**src/rtl/gocg_pkg.sv**
```systemverilog
// Shared types and constants of the gyro offset calibration and gate unit.
package gocg_pkg;

  localparam int CAL_SAMPLES = 100;
  localparam int CAL_PAIRS   = CAL_SAMPLES / 2;
  localparam int POS_W       = $clog2(CAL_SAMPLES + 1);

  localparam int SMP_W   = 16;
  localparam int IVL_W   = 32;
  localparam int RATE_W  = 15;
  localparam int STOT_W  = 23;
  localparam int ITOT_W  = 38;
  localparam int LIM_W   = 33;
  // Six times an interval total: the interval limit kept in scaled form
  localparam int LIMX_W  = ITOT_W + 3;

  // Offset quotient |S| / CAL_PAIRS by multiplication with a rounded-up reciprocal
  localparam int OFF_NUM_W       = 22;
  localparam int OFF_RECIP_SHIFT = 28;
  localparam int OFF_RECIP_W     = 29;
  localparam logic [OFF_RECIP_W-1:0] OFF_RECIP =
    OFF_RECIP_W'(((64'd1 << OFF_RECIP_SHIFT) + 64'(CAL_PAIRS) - 64'd1) / 64'(CAL_PAIRS));

  localparam int QDEPTH = 4;
  localparam int QPTR_W = $clog2(QDEPTH);
  localparam int QCNT_W = $clog2(QDEPTH + 1);

  localparam int CFG_IDX_W = 2;

  typedef enum logic [CFG_IDX_W-1:0] {
    REG_RATE_CAP = 2'd0,
    REG_BIAS_CAP = 2'd1
  } cfg_reg_e;

  typedef struct packed {
    logic signed [SMP_W-1:0] sample;
    logic [IVL_W-1:0]        interval_us;
  } in_t;

  typedef struct packed {
    logic signed [SMP_W-1:0] rate;
    logic                    calibrated;
    logic                    cal_error;
  } out_t;

  // One classified item as it waits between front and back
  typedef struct packed {
    logic signed [SMP_W-1:0] sample;
    logic [IVL_W-1:0]        interval_us;
    logic                    pair;
    logic                    batch_end;
    logic signed [SMP_W-1:0] pair_smp;
    logic [IVL_W-1:0]        pair_ivl;
  } entry_t;

endpackage

```
**src/rtl/gocg_fifo.sv**
```systemverilog
// Short queue of classified items between front and back.
module gocg_fifo import gocg_pkg::*; (
  input  logic   clk_i,
  input  logic   rst_ni,
  input  logic   wr_i,
  input  entry_t wr_data_i,
  input  logic   rd_i,
  output entry_t rd_data_o,
  output logic   full_o,
  output logic   empty_o
);

  entry_t             mem_q [QDEPTH];
  logic [QPTR_W-1:0]  wr_ptr_q, wr_ptr_d;
  logic [QPTR_W-1:0]  rd_ptr_q, rd_ptr_d;
  logic [QCNT_W-1:0]  count_q, count_d;

  assign full_o    = (count_q == QCNT_W'(QDEPTH));
  assign empty_o   = (count_q == '0);
  assign rd_data_o = mem_q[rd_ptr_q];

  always_comb begin
    wr_ptr_d = wr_i ? wr_ptr_q + QPTR_W'(1) : wr_ptr_q;
    rd_ptr_d = rd_i ? rd_ptr_q + QPTR_W'(1) : rd_ptr_q;
    count_d  = count_q;
    if (wr_i && !rd_i) begin
      count_d = count_q + QCNT_W'(1);
    end else if (!wr_i && rd_i) begin
      count_d = count_q - QCNT_W'(1);
    end
  end

  always_ff @(posedge clk_i or negedge rst_ni) begin
    if (!rst_ni) begin
      wr_ptr_q <= '0;
      rd_ptr_q <= '0;
      count_q  <= '0;
    end else begin
      wr_ptr_q <= wr_ptr_d;
      rd_ptr_q <= rd_ptr_d;
      count_q  <= count_d;
    end
  end

  always_ff @(posedge clk_i) begin
    if (wr_i) begin
      mem_q[wr_ptr_q] <= wr_data_i;
    end
  end

  a_count_bound: assert property (@(posedge clk_i) disable iff (!rst_ni)
    count_q <= QCNT_W'(QDEPTH))
    else $error("queue count beyond depth");

  a_write_not_full: assert property (@(posedge clk_i) disable iff (!rst_ni)
    wr_i |-> !full_o || rd_i)
    else $error("write into a full queue");

endmodule

```
**src/rtl/gocg_div.sv**
```systemverilog
// Division of a batch sum magnitude by the pair count, by reciprocal multiplication.
module gocg_div import gocg_pkg::*; (
  input  logic                 clk_i,
  input  logic                 rst_ni,
  input  logic                 start_i,
  input  logic [OFF_NUM_W-1:0] num_i,
  output logic                 busy_o,
  output logic [SMP_W-1:0]     quo_o
);

  logic                               busy_q;
  logic [OFF_NUM_W-1:0]               num_q;
  logic [OFF_NUM_W+OFF_RECIP_W-1:0]   prod;

  // Quotient is valid in the cycle after start, while busy_o is high
  assign prod   = {{OFF_RECIP_W{1'b0}}, num_q} * {{OFF_NUM_W{1'b0}}, OFF_RECIP};
  assign quo_o  = prod[OFF_RECIP_SHIFT +: SMP_W];
  assign busy_o = busy_q;

  always_ff @(posedge clk_i or negedge rst_ni) begin
    if (!rst_ni) begin
      busy_q <= 1'b0;
    end else begin
      busy_q <= start_i;
    end
  end

  always_ff @(posedge clk_i) begin
    if (start_i) begin
      num_q <= num_i;
    end
  end

endmodule

```
**src/rtl/gocg_front.sv**
```systemverilog
// Front end: takes items in, tracks batch position and forms pair averages.
module gocg_front import gocg_pkg::*; (
  input  logic   clk_i,
  input  logic   rst_ni,
  input  logic   accept_i,
  input  in_t    in_i,
  output entry_t entry_o
);

  logic [POS_W-1:0]        pos_q, pos_d;
  logic [POS_W-1:0]        pos_next;
  logic signed [SMP_W-1:0] held_smp_q;
  logic [IVL_W-1:0]        held_ivl_q;
  logic signed [SMP_W:0]   smp_sum;
  logic signed [SMP_W:0]   smp_avg;
  logic [IVL_W:0]          ivl_sum;
  logic                    is_end;

  always_comb begin
    pos_next = pos_q + POS_W'(1);
    is_end   = (pos_next == POS_W'(CAL_SAMPLES));
    pos_d    = is_end ? '0 : pos_next;
    smp_sum  = {held_smp_q[SMP_W-1], held_smp_q} + {in_i.sample[SMP_W-1], in_i.sample};
    // round toward zero: bias negative sums by one before the shift
    smp_avg  = (smp_sum + {{SMP_W{1'b0}}, smp_sum[SMP_W]}) >>> 1;
    ivl_sum  = {1'b0, held_ivl_q} + {1'b0, in_i.interval_us};

    entry_o.sample      = in_i.sample;
    entry_o.interval_us = in_i.interval_us;
    entry_o.pair        = !pos_next[0];
    entry_o.batch_end   = is_end;
    entry_o.pair_smp    = smp_avg[SMP_W-1:0];
    entry_o.pair_ivl    = ivl_sum[IVL_W:1];
  end

  always_ff @(posedge clk_i or negedge rst_ni) begin
    if (!rst_ni) begin
      pos_q      <= '0;
      held_smp_q <= '0;
      held_ivl_q <= '0;
    end else if (accept_i) begin
      pos_q <= pos_d;
      if (pos_next[0]) begin
        held_smp_q <= in_i.sample;
        held_ivl_q <= in_i.interval_us;
      end
    end
  end

endmodule

```
**src/rtl/gocg_back.sv**
```systemverilog
// Back end: accumulates batches, sets offset and limit, gates the rate.
module gocg_back import gocg_pkg::*; (
  input  logic              clk_i,
  input  logic              rst_ni,
  input  logic [RATE_W-1:0] rate_cap_i,
  input  logic [RATE_W-1:0] bias_cap_i,
  input  entry_t            q_head_i,
  input  logic              q_empty_i,
  output logic              q_rd_o,
  input  logic              pop,
  output logic              empty,
  output out_t              out_o
);

  logic                     cal_q;
  logic signed [SMP_W-1:0]  off_q;
  logic [LIMX_W-1:0]        lim6_q;
  logic signed [STOT_W-1:0] stot_q;
  logic [ITOT_W-1:0]        itot_q;
  logic                     ok_q, neg_q;
  logic                     out_valid_q;
  out_t                     out_q;

  logic signed [SMP_W:0]    diff;
  logic [SMP_W:0]           diff_mag;
  logic [LIMX_W-1:0]        ivl_scaled;
  logic                     gate_ok;
  logic signed [STOT_W-1:0] s_new;
  logic [ITOT_W-1:0]        t_new;
  logic [LIMX_W-1:0]        t6_new;
  logic [STOT_W-1:0]        s_mag;
  logic [STOT_W-1:0]        bound;
  logic                     fail;
  logic [SMP_W-1:0]         quo_off;
  logic                     busy, start;
  out_t                     res;

  assign q_rd_o = !q_empty_i && !busy && (!out_valid_q || pop);
  assign start  = q_rd_o && !cal_q && q_head_i.batch_end;

  always_comb begin
    diff     = {q_head_i.sample[SMP_W-1], q_head_i.sample} - {off_q[SMP_W-1], off_q};
    diff_mag = diff[SMP_W] ? -diff : diff;
    // interval <= floor(6T / 5P) holds exactly when 5P * interval <= 6T
    ivl_scaled = LIMX_W'(q_head_i.interval_us) * LIMX_W'(5 * CAL_PAIRS);
    gate_ok  = (diff_mag <= {2'b0, rate_cap_i}) && (ivl_scaled <= lim6_q);

    s_new = stot_q;
    t_new = itot_q;
    if (q_head_i.pair) begin
      s_new = stot_q + {{(STOT_W-SMP_W){q_head_i.pair_smp[SMP_W-1]}}, q_head_i.pair_smp};
      t_new = itot_q + {{(ITOT_W-IVL_W){1'b0}}, q_head_i.pair_ivl};
    end
    s_mag = s_new[STOT_W-1] ? -s_new : s_new;
    bound = STOT_W'({{(STOT_W-RATE_W){1'b0}}, bias_cap_i} * STOT_W'(CAL_PAIRS));
    fail  = (s_mag > bound);

    // 6*T as 4*T + 2*T
    t6_new = (LIMX_W'(t_new) << 2) + (LIMX_W'(t_new) << 1);

    res.rate       = (cal_q && gate_ok) ? diff[SMP_W-1:0] : '0;
    res.calibrated = cal_q || (q_head_i.batch_end && !fail);
    res.cal_error  = !cal_q && q_head_i.batch_end && fail;
  end

  gocg_div u_div_off (
    .clk_i   (clk_i),
    .rst_ni  (rst_ni),
    .start_i (start),
    .num_i   (OFF_NUM_W'(s_mag)),
    .busy_o  (busy),
    .quo_o   (quo_off)
  );

  always_ff @(posedge clk_i or negedge rst_ni) begin
    if (!rst_ni) begin
      cal_q       <= 1'b0;
      off_q       <= '0;
      lim6_q      <= '0;
      stot_q      <= '0;
      itot_q      <= '0;
      ok_q        <= 1'b0;
      neg_q       <= 1'b0;
      out_valid_q <= 1'b0;
    end else begin
      if (q_rd_o && !cal_q) begin
        if (q_head_i.batch_end) begin
          stot_q <= '0;
          itot_q <= '0;
          off_q  <= '0;
          lim6_q <= t6_new;
          ok_q   <= !fail;
          neg_q  <= s_new[STOT_W-1];
        end else begin
          stot_q <= s_new;
          itot_q <= t_new;
        end
      end
      if (busy && ok_q) begin
        off_q <= neg_q ? -quo_off : quo_off;
        cal_q <= 1'b1;
      end
      if (q_rd_o) begin
        out_valid_q <= 1'b1;
      end else if (pop) begin
        out_valid_q <= 1'b0;
      end
    end
  end

  always_ff @(posedge clk_i) begin
    if (q_rd_o) begin
      out_q <= res;
    end
  end

  assign empty = !out_valid_q;
  assign out_o = out_q;

  a_cal_sticky: assert property (@(posedge clk_i) disable iff (!rst_ni)
    cal_q |=> cal_q)
    else $error("calibration lost");

  a_limit_only_on_batch_end: assert property (@(posedge clk_i) disable iff (!rst_ni)
    !start |=> $stable(lim6_q))
    else $error("interval limit changed outside a batch end");

  a_stall_after_batch_end: assert property (@(posedge clk_i) disable iff (!rst_ni)
    start |=> busy)
    else $error("offset division not started at batch end");

  a_no_take_while_busy: assert property (@(posedge clk_i) disable iff (!rst_ni)
    busy |-> !q_rd_o)
    else $error("item taken while division runs");

endmodule

```
**src/rtl/gyro_offset_calibrate_and_gate_unit.sv**
```systemverilog
// Top level of the gyro offset calibration and gate unit.
// With the queue empty, an item is written into the queue, then its result into the result register.
// Throughput: one item per cycle while results are popped; the item that ends a calibration
//   batch holds the back end while the offset is formed by reciprocal multiplication.
// Reset: queue and result register empty, not calibrated, totals, offset, limit zero, caps 32767.
module gyro_offset_calibrate_and_gate_unit import gocg_pkg::*; (
  input  logic                 clk_i,
  input  logic                 rst_ni,
  input  logic                 push,
  output logic                 full,
  input  in_t                  in_data_i,
  output logic                 empty,
  input  logic                 pop,
  output out_t                 out_data_o,
  input  logic                 cfg_we_i,
  input  logic [CFG_IDX_W-1:0] cfg_idx_i,
  input  logic [RATE_W-1:0]    cfg_wdata_i
);

  logic [RATE_W-1:0] rate_cap_q;
  logic [RATE_W-1:0] bias_cap_q;
  logic              accept;
  entry_t            entry;
  entry_t            q_head;
  logic              q_empty;
  logic              q_rd;

  // Transfer in whenever the queue has room; the back end drains it on its own
  assign accept = push && !full;

  // Configuration writes; indexes past the list are dropped
  always_ff @(posedge clk_i or negedge rst_ni) begin
    if (!rst_ni) begin
      rate_cap_q <= {RATE_W{1'b1}};
      bias_cap_q <= {RATE_W{1'b1}};
    end else if (cfg_we_i) begin
      case (cfg_idx_i)
        REG_RATE_CAP: rate_cap_q <= cfg_wdata_i;
        REG_BIAS_CAP: bias_cap_q <= cfg_wdata_i;
        default: ;
      endcase
    end
  end

  // Front: batch position and pair averages, independent of calibration state
  gocg_front u_front (
    .clk_i    (clk_i),
    .rst_ni   (rst_ni),
    .accept_i (accept),
    .in_i     (in_data_i),
    .entry_o  (entry)
  );

  // Queue decouples the input side from back-end stalls
  gocg_fifo u_fifo (
    .clk_i     (clk_i),
    .rst_ni    (rst_ni),
    .wr_i      (accept),
    .wr_data_i (entry),
    .rd_i      (q_rd),
    .rd_data_o (q_head),
    .full_o    (full),
    .empty_o   (q_empty)
  );

  // Back: calibration arithmetic, gating and the result register
  gocg_back u_back (
    .clk_i      (clk_i),
    .rst_ni     (rst_ni),
    .rate_cap_i (rate_cap_q),
    .bias_cap_i (bias_cap_q),
    .q_head_i   (q_head),
    .q_empty_i  (q_empty),
    .q_rd_o     (q_rd),
    .pop        (pop),
    .empty      (empty),
    .out_o      (out_data_o)
  );

endmodule
```
**config.mk**
```make
export PLATFORM = sky130hd
export DESIGN_NAME = gyro_offset_calibrate_and_gate_unit
export DESIGN_NICKNAME = d
export VERILOG_FILES = /design/src/rtl/gocg_pkg.sv /design/src/rtl/gocg_fifo.sv /design/src/rtl/gocg_div.sv /design/src/rtl/gocg_front.sv /design/src/rtl/gocg_back.sv /design/src/rtl/gyro_offset_calibrate_and_gate_unit.sv
export SDC_FILE = /design/constraint.sdc
export NUM_CORES = 2
export LEC_CHECK = 0
export BUFFER_PORTS_ARGS = -buffer_cell sky130_fd_sc_hd__buf_4
export CORE_ASPECT_RATIO = 2
export CORE_UTILIZATION = 54
export CTS_CLUSTER_DIAMETER = 150
export CTS_CLUSTER_SIZE = 25
export DETAILED_ROUTE_END_ITERATION = 6
export PLACE_DENSITY = 0.7
export SLEW_MARGIN = 25
export SYNTH_ARGS = -nofsm -noshare
export SYNTH_HDL_FRONTEND = slang
export SYNTH_SLANG_ARGS = --single-unit
```
**constraint.sdc**
```tcl
create_clock -name clk_i -period 9.7 [get_ports clk_i]
set_input_delay 0.97 -clock clk_i [delete_from_list [all_inputs] [get_ports clk_i]]
set_output_delay 0.97 -clock clk_i [all_outputs]
set_load 0.02 [all_outputs]
```
=== Yosys cells after proc, flatten, opt, wreduce, memory -nomap -nowiden ===
Memory sizes are Yosys's and may differ from the RTL's.
Cells that the tools add are included.

* Add/sub/neg operators: 15
* $mul: 3
* $lt $le $gt $ge: 3
* Eq/ne operators: 3
* Multiplexer cells: 17
* Reduce and logical (&&, ||, !) cells: 35

{| class="wikitable"
|+ Operator list
! kind !! count
|-
| $mux 38 || 2
|-
| $mux 23 || 3
|-
| $mux 16 || 4
|-
| $mul 22x22->43 const B || 1
|-
| $add 40x39->41 || 1
|-
| $le 40x41->1 || 1
|-
| $mul 32x7->39 const B || 1
|-
| $add 38x32->38 || 1
|-
| $add 32x32->33 || 1
|-
| $add 23x23->23 || 1
|-
| $gt 23x21->1 || 1
|-
| $neg 23->23 || 1
|-
| $mul 15x5->20 const B || 1
|-
| $add 16x16->17 || 1
|-
| $add 17x1->17 || 1
|-
| $le 17x15->1 || 1
|-
| $mux 17 || 1
|-
| $neg 17->17 || 1
|-
| $sub 16x16->17 || 1
|-
| $neg 16->16 || 1
|-
| $logic_and 1x1->1 || 13
|-
| $reduce_and 2->1 || 5
|-
| $logic_not 1->1 || 9
|-
| $reduce_bool 2->1 || 4
|-
| 13 further kinds || 19
|}

* Register bits after elaboration: 255
* RAM bits: 392
* Bits of input ports: 70
* Word-level logic and storage cells: 98
* Memories: 1

{| class="wikitable"
|+ Memory list
! name !! words !! width !! read ports !! clocked after memory_dff !! wr ports !! RTL line !! source
|-
| u_fifo.mem_q || 4 || 98 || 1 || 0 || 1 || gocg_fifo.sv:13 || <nowiki>entry_t mem_q [QDEPTH];</nowiki>
|}

=== Longest topological paths before layout ===
An unclocked memory read counts as a cell.

* Depth after elaboration: 9
* Mapped depth: 38

=== Cells and area by module ===
Synthesis repeated with hierarchy kept, for this count alone.

* Cell total of the unflattened synthesis: 4542
* Area total of the unflattened synthesis: 51470.6 um^2

{| class="wikitable"
|+ By module, submodules not included
! module !! instances !! cells an instance !! area each (um^2) !! sequential area each (um^2)
|-
| gocg_back || 1 || 2445 || 20965.1 || 3568.4
|-
| gocg_fifo || 1 || 546 || 14637.8 || 11946.5
|-
| gocg_div || 1 || 935 || 9542.9 || 685.7
|-
| gocg_front || 1 || 551 || 5137.4 || 1376.3
|-
| gyro_offset_calibrate_and_gate_unit || 1 || 65 || 1187.4 || 788.3
|}

=== Least setup slack after synthesis ===
No wires, ideal clock.

* Path kind: register to register
* Start: register u_fifo.rd_ptr_q[0]
* End: register u_back.out_q, in the netlist u_back.out_o[11] (data pin)
* Arrival time: 8.134 ns
* Path slack: 1.428 ns
* Stages on the path, launching flop included: 37
* Path buffers: 4
* Path through: dfrtp_1 -> buf_6 -> clkbuf_1 -> buf_1 -> mux4_2 -> inv_1 -> fa_1 -> fa_1 -> fa_1 -> fa_1 -> inv_1 -> ha_1 -> and3_1 -> a31o_2 -> a21oi_1 -> o21ai_0 -> nand3_1 -> a31oi_1 -> a41oi_1 -> o21ai_0 -> and2_1 -> o21ai_0 -> a21oi_1 -> xor2_1 -> ha_1 -> a21o_1 -> a21oi_1 -> nor2b_1 -> o21ai_0 -> nand2b_1 -> a21oi_1 -> o22ai_1 -> a211oi_1 -> o211ai_1 -> a21o_1 -> buf_2 -> nor2_1

* Longest elaborated chain between the ends: 7

{| class="wikitable"
|+ Ends and longest elaborated chain
! item !! RTL line !! source
|-
| start: declaration || gocg_fifo.sv:15 || <nowiki>logic [QPTR_W-1:0] rd_ptr_q, rd_ptr_d;</nowiki>
|-
| start signal: assignment || gocg_fifo.sv:40 || <nowiki>rd_ptr_q <= rd_ptr_d;</nowiki>
|-
| $mem_v2 4x98 * || - ||
|-
| parallel branches: the longest is 6 deep, another holds $le 40x41->1 || - ||
|-
| end signal: assignment || gocg_back.sv:113 || <nowiki>out_q <= res;</nowiki>
|-
| end: declaration || gocg_back.sv:22 || <nowiki>out_t out_q;</nowiki>
|}

Every way passes the cells marked *.
A chain may end at the register's enable or synchronous reset.

=== Worst setup path in the final report ===
* Start: register u_fifo.rd_ptr_q[1]
* End: register u_back.out_q, in the netlist u_back.out_o[5] (data pin)

The elaborated chain is that of the path after synthesis.

==> impl_metrics.py <==
metrics = {
    "timing": {
        "setup_viol": 0,
        "worst_pin_slew_ps": 1070,
        "clock.fmax_mhz": 112,
        "skew_ps": 37.7,
        "fin_crit_sh": 0.916,
        "drv_slew": 0,
        "hold_violations": 0,
        "slew_headroom": 0.287,
        "grt_setup_unrepaired": "false",
        "tns_ps": 0,
        "min_period_ps": 8890,
    },
    "detailed_routing": {
        "first_pass_iters": 5,
        "drc_errors": 0,
        "antenna_left": 0,
        "drt-initial-drc-count": 1488,
        "vias": 33500,
        "post_drt_wl_per_cell_microns": 22.7,
        "wirelength_microns": 129000,
        "viasPerCell": 5.89,
    },
    "layout": {
        "final_layout_size_suffix_gt1_frac": 0.0885,
        "ff_latch_area_sq_um": 18400,
        "finalNetCount": 5462,
        "fin_area_sq_um": 53000,
        "fin_cells": 5692,
        "multiInputGateArea_sq_um": 28900,
        "fill_cells": 7826,
        "final_common_cell": "inv_1",
        "final_cell_mix": "inv_1 (647), ha_1 (606), edfxtp_1 (432), fa_1 (312), nand2_1 (267)",
        "area_growth_pct": 6.20,
    },
    "clock_tree": {
        "cts.sinks": 646,
        "clk_pin_slew_ps": 110,
        "cts_root_buffer": "clkbuf_16",
        "clockBufferDepth": 3,
        "clk_latency_ps": 640,
        "htree_levels": 1,
        "numCtsBuffers": 29,
        "cts_tree": "built",
    },
    "place": {
        "dpl.hpwl_microns": 105000,
        "placed_cell_area_sq_um": 52100,
        "placedCellCount": 5634,
        "gp_congestion": 1.02,
        "numPortBuffers": 89,
    },
    "setup_path": {
        "startpoint": "u_fifo.rd_ptr_q[1]$_DFFE_PN0P_",
        "r2r-start": "u_fifo.rd_ptr_q[1]$_DFFE_PN0P_",
        "end_kind": "flip-flop",
        "ff2ff_path_depth": 28,
        "path_max_fanout": 28,
        "worstPathArrival_ps": 9280,
        "crit_slowest_cell": "dfrtp_4",
        "rrSetupSlack_ps": 810,
        "crit_type": "reg -> reg",
        "crit_required_ps": 10090,
        "endpoint": "u_back.out_o[5]$_SDFFCE_PN0P_",
        "r2r_end": "u_back.out_o[5]$_SDFFCE_PN0P_",
        "cpPeakStageDelay_ps": 700,
        "start_kind": "flip-flop",
    },
    "synth": {
        "yosysSeqAreaShare": 0.368,
        "synth_top_area_share": 0.260,
        "ys_ff_latch": 646,
        "synth-edff-count": 432,
        "synth-xor-area-share": 0.0465,
        "synthArstFlopShare": 0.331,
        "netlist_area_sq_um": 49900,
        "synth_top_family_by_area": "adder cells",
        "synth-simple-area-share": 0.0742,
        "synth_fa_ha_area_frac": 0.277,
        "muxShareOfSynthArea": 0.0630,
        "synth_top_area_cell": "edfxtp_1",
        "syn_inst": 4400,
        "synthDistinctLibCells": 91,
        "synthTopCellsByArea": "edfxtp_1 (26%), ha_1 (15%), fa_1 (13%)",
        "ys_warn_count": 0,
        "syn_area_per_cell_sq_um": 11.3,
        "syn_nets": 5388,
        "synth_ff_type": "edfxtp_1",
        "synth_compound_area_frac": 0.116,
    },
    "floorplanning": {
        "initial_core_util": 0.545,
        "io_pins": 90,
        "placementRows": 157,
        "core-area_sq_um": 91500,
        "fp.dieW_microns": 217,
        "die_area_sq_um": 93700,
        "die_h_microns": 432,
    },
    "grt": {
        "grt_max_degree": 135,
        "antenna_found_initial": 5,
        "grt_use_total": 0.284,
        "grt_pass1_vias": 36200,
        "grt_pass1_wl_microns": 201000,
        "grt-ovfl-total": 0,
    },
    "outcome": {
        "outcome": "finished clean",
    },
    "run": {
        "cap_violations": 0,
    },
    "hold_path": {
        "hp-class": "in -> async",
    },
}
-- registers in the layout (all words and copies together), names as in the netlist, 3 cells and up --
register / flops
u_fifo.count_q: 3
u_front.held_smp_q: 16
bias_cap_q: 15
u_fifo.mem_q: 392
u_front.held_ivl_q: 32
u_back.u_div_off.num_q: 22
u_back.lim6_q: 40
u_back.stot_q: 23
u_back.out_o: 18
u_front.pos_q: 7
rate_cap_q: 15
u_back.off_q: 16
u_back.itot_q: 38
-- cell families (layout without fill, tap and decap cells) --
| group | after synthesis | count (layout) |
|---|---|---|
| and+or+nand+nor | 768 | 768 |
| AOI/OAI and AO/OA | 888 | 888 |
| buffers and inverters | 730 | 826 |
| other | 0 | 4 |
| adders and majority gates | 918 | 918 |
| muxes | 185 | 185 |
| DFF | 646 | 646 |
| xor gates and xnor gates | 265 | 265 |
-- cells in the mapped netlist, drive strengths merged (20+ instances only) --
cell	number
a31oi	29
nor3	49
xor2	88
fa	312
nand4	29
a21o	139
xnor2	177
clkbuf	63
ha	606
nor2	158
a22o	36
edfxtp	432
nor2b	36
nand2	268
a211oi	31
mux2	71
nand3	67
dfrtp	184
inv	647
nand2b	41
o21a	38
and3	29
dfstp	30
mux4	96
o211ai	22
a21oi	204
o21ai	234
o31ai	20
o21bai	29
-- per-layer routing --
metal / global-route usage / part of all wire / wire (microns) / vias to the layer above
li1: - / - / - / 15600
met5: 0 / 0.000093 / 12 / -
met2: 0.558 / 0.56 / 72300 / 733
met4: 0.247 / 0.10 / 13500 / 2
met1: 0.254 / 0.31 / 40200 / 16700
met3: 0.0244 / 0.026 / 3400 / 397
-- area by class of cell --
class | count | area share
timing repair buffer | 125 | 0.0186
clock buffer | 53 | 0.0158
inverter | 648 | 0.0459
multi-input combinational | 3024 | 0.545
tap | 1192 | 0.0281
antenna | 4 | 0.000189
sequential | 646 | 0.347
-- worst min-delay path by stage --
stage | from | end | slack [ps] | depth (start not counted)
5_1_grt | rst_ni | u_front.held_ivl_q[0]$_DFFE_PN0P_ | 430 | 1
2_1_floorplan | u_back.lim6_q[14]$_DFFE_PN0P_ | u_back.lim6_q[14]$_DFFE_PN0P_ | 450 | 2
3_5_place_dp | u_back.lim6_q[21]$_DFFE_PN0P_ | u_back.lim6_q[21]$_DFFE_PN0P_ | 470 | 2
4_1_cts | rst_ni | u_front.held_ivl_q[0]$_DFFE_PN0P_ | 390 | 1
6_report | rst_ni | u_front.held_ivl_q[0]$_DFFE_PN0P_ | 370 | 1
3_3_place_gp | u_back.lim6_q[30]$_DFFE_PN0P_ | u_back.lim6_q[30]$_DFFE_PN0P_ | 470 | 2
-- critical path, delay by kind of cell, from the launching register on --
family | cells | cell delay, ps
buffers and inverters | 4 | 460
multiplexers | 1 | 390
adder cells (fa/ha/maj) | 6 | 2730
AND/OR/NAND/NOR | 6 | 890
flip-flops | 1 | 700
AO/OA/AOI/OAI | 11 | 3480
-- per-stage QoR --
stage | hold slack, ps | utilization | worst slack [ps]
floorplan | 449 | - | 1430
global placement | 467 | 0.569 | 572
detailed placement | 474 | 0.569 | 487
CTS | 385 | 0.578 | 456
global route | 425 | 0.579 | 119
finish | 368 | 0.579 | 811
-- timing repair --
action / in CTS / in global routing
hold buffers: 0 / 0
gates resized for setup: 0 / 2
buffers inserted: 0 / 1
endpoints found under the setup margin: 0 / 15
Power is left out: the tool's default activity adds up to more than one toggle a clock period on the data nets, which glitch-free logic cannot reach.
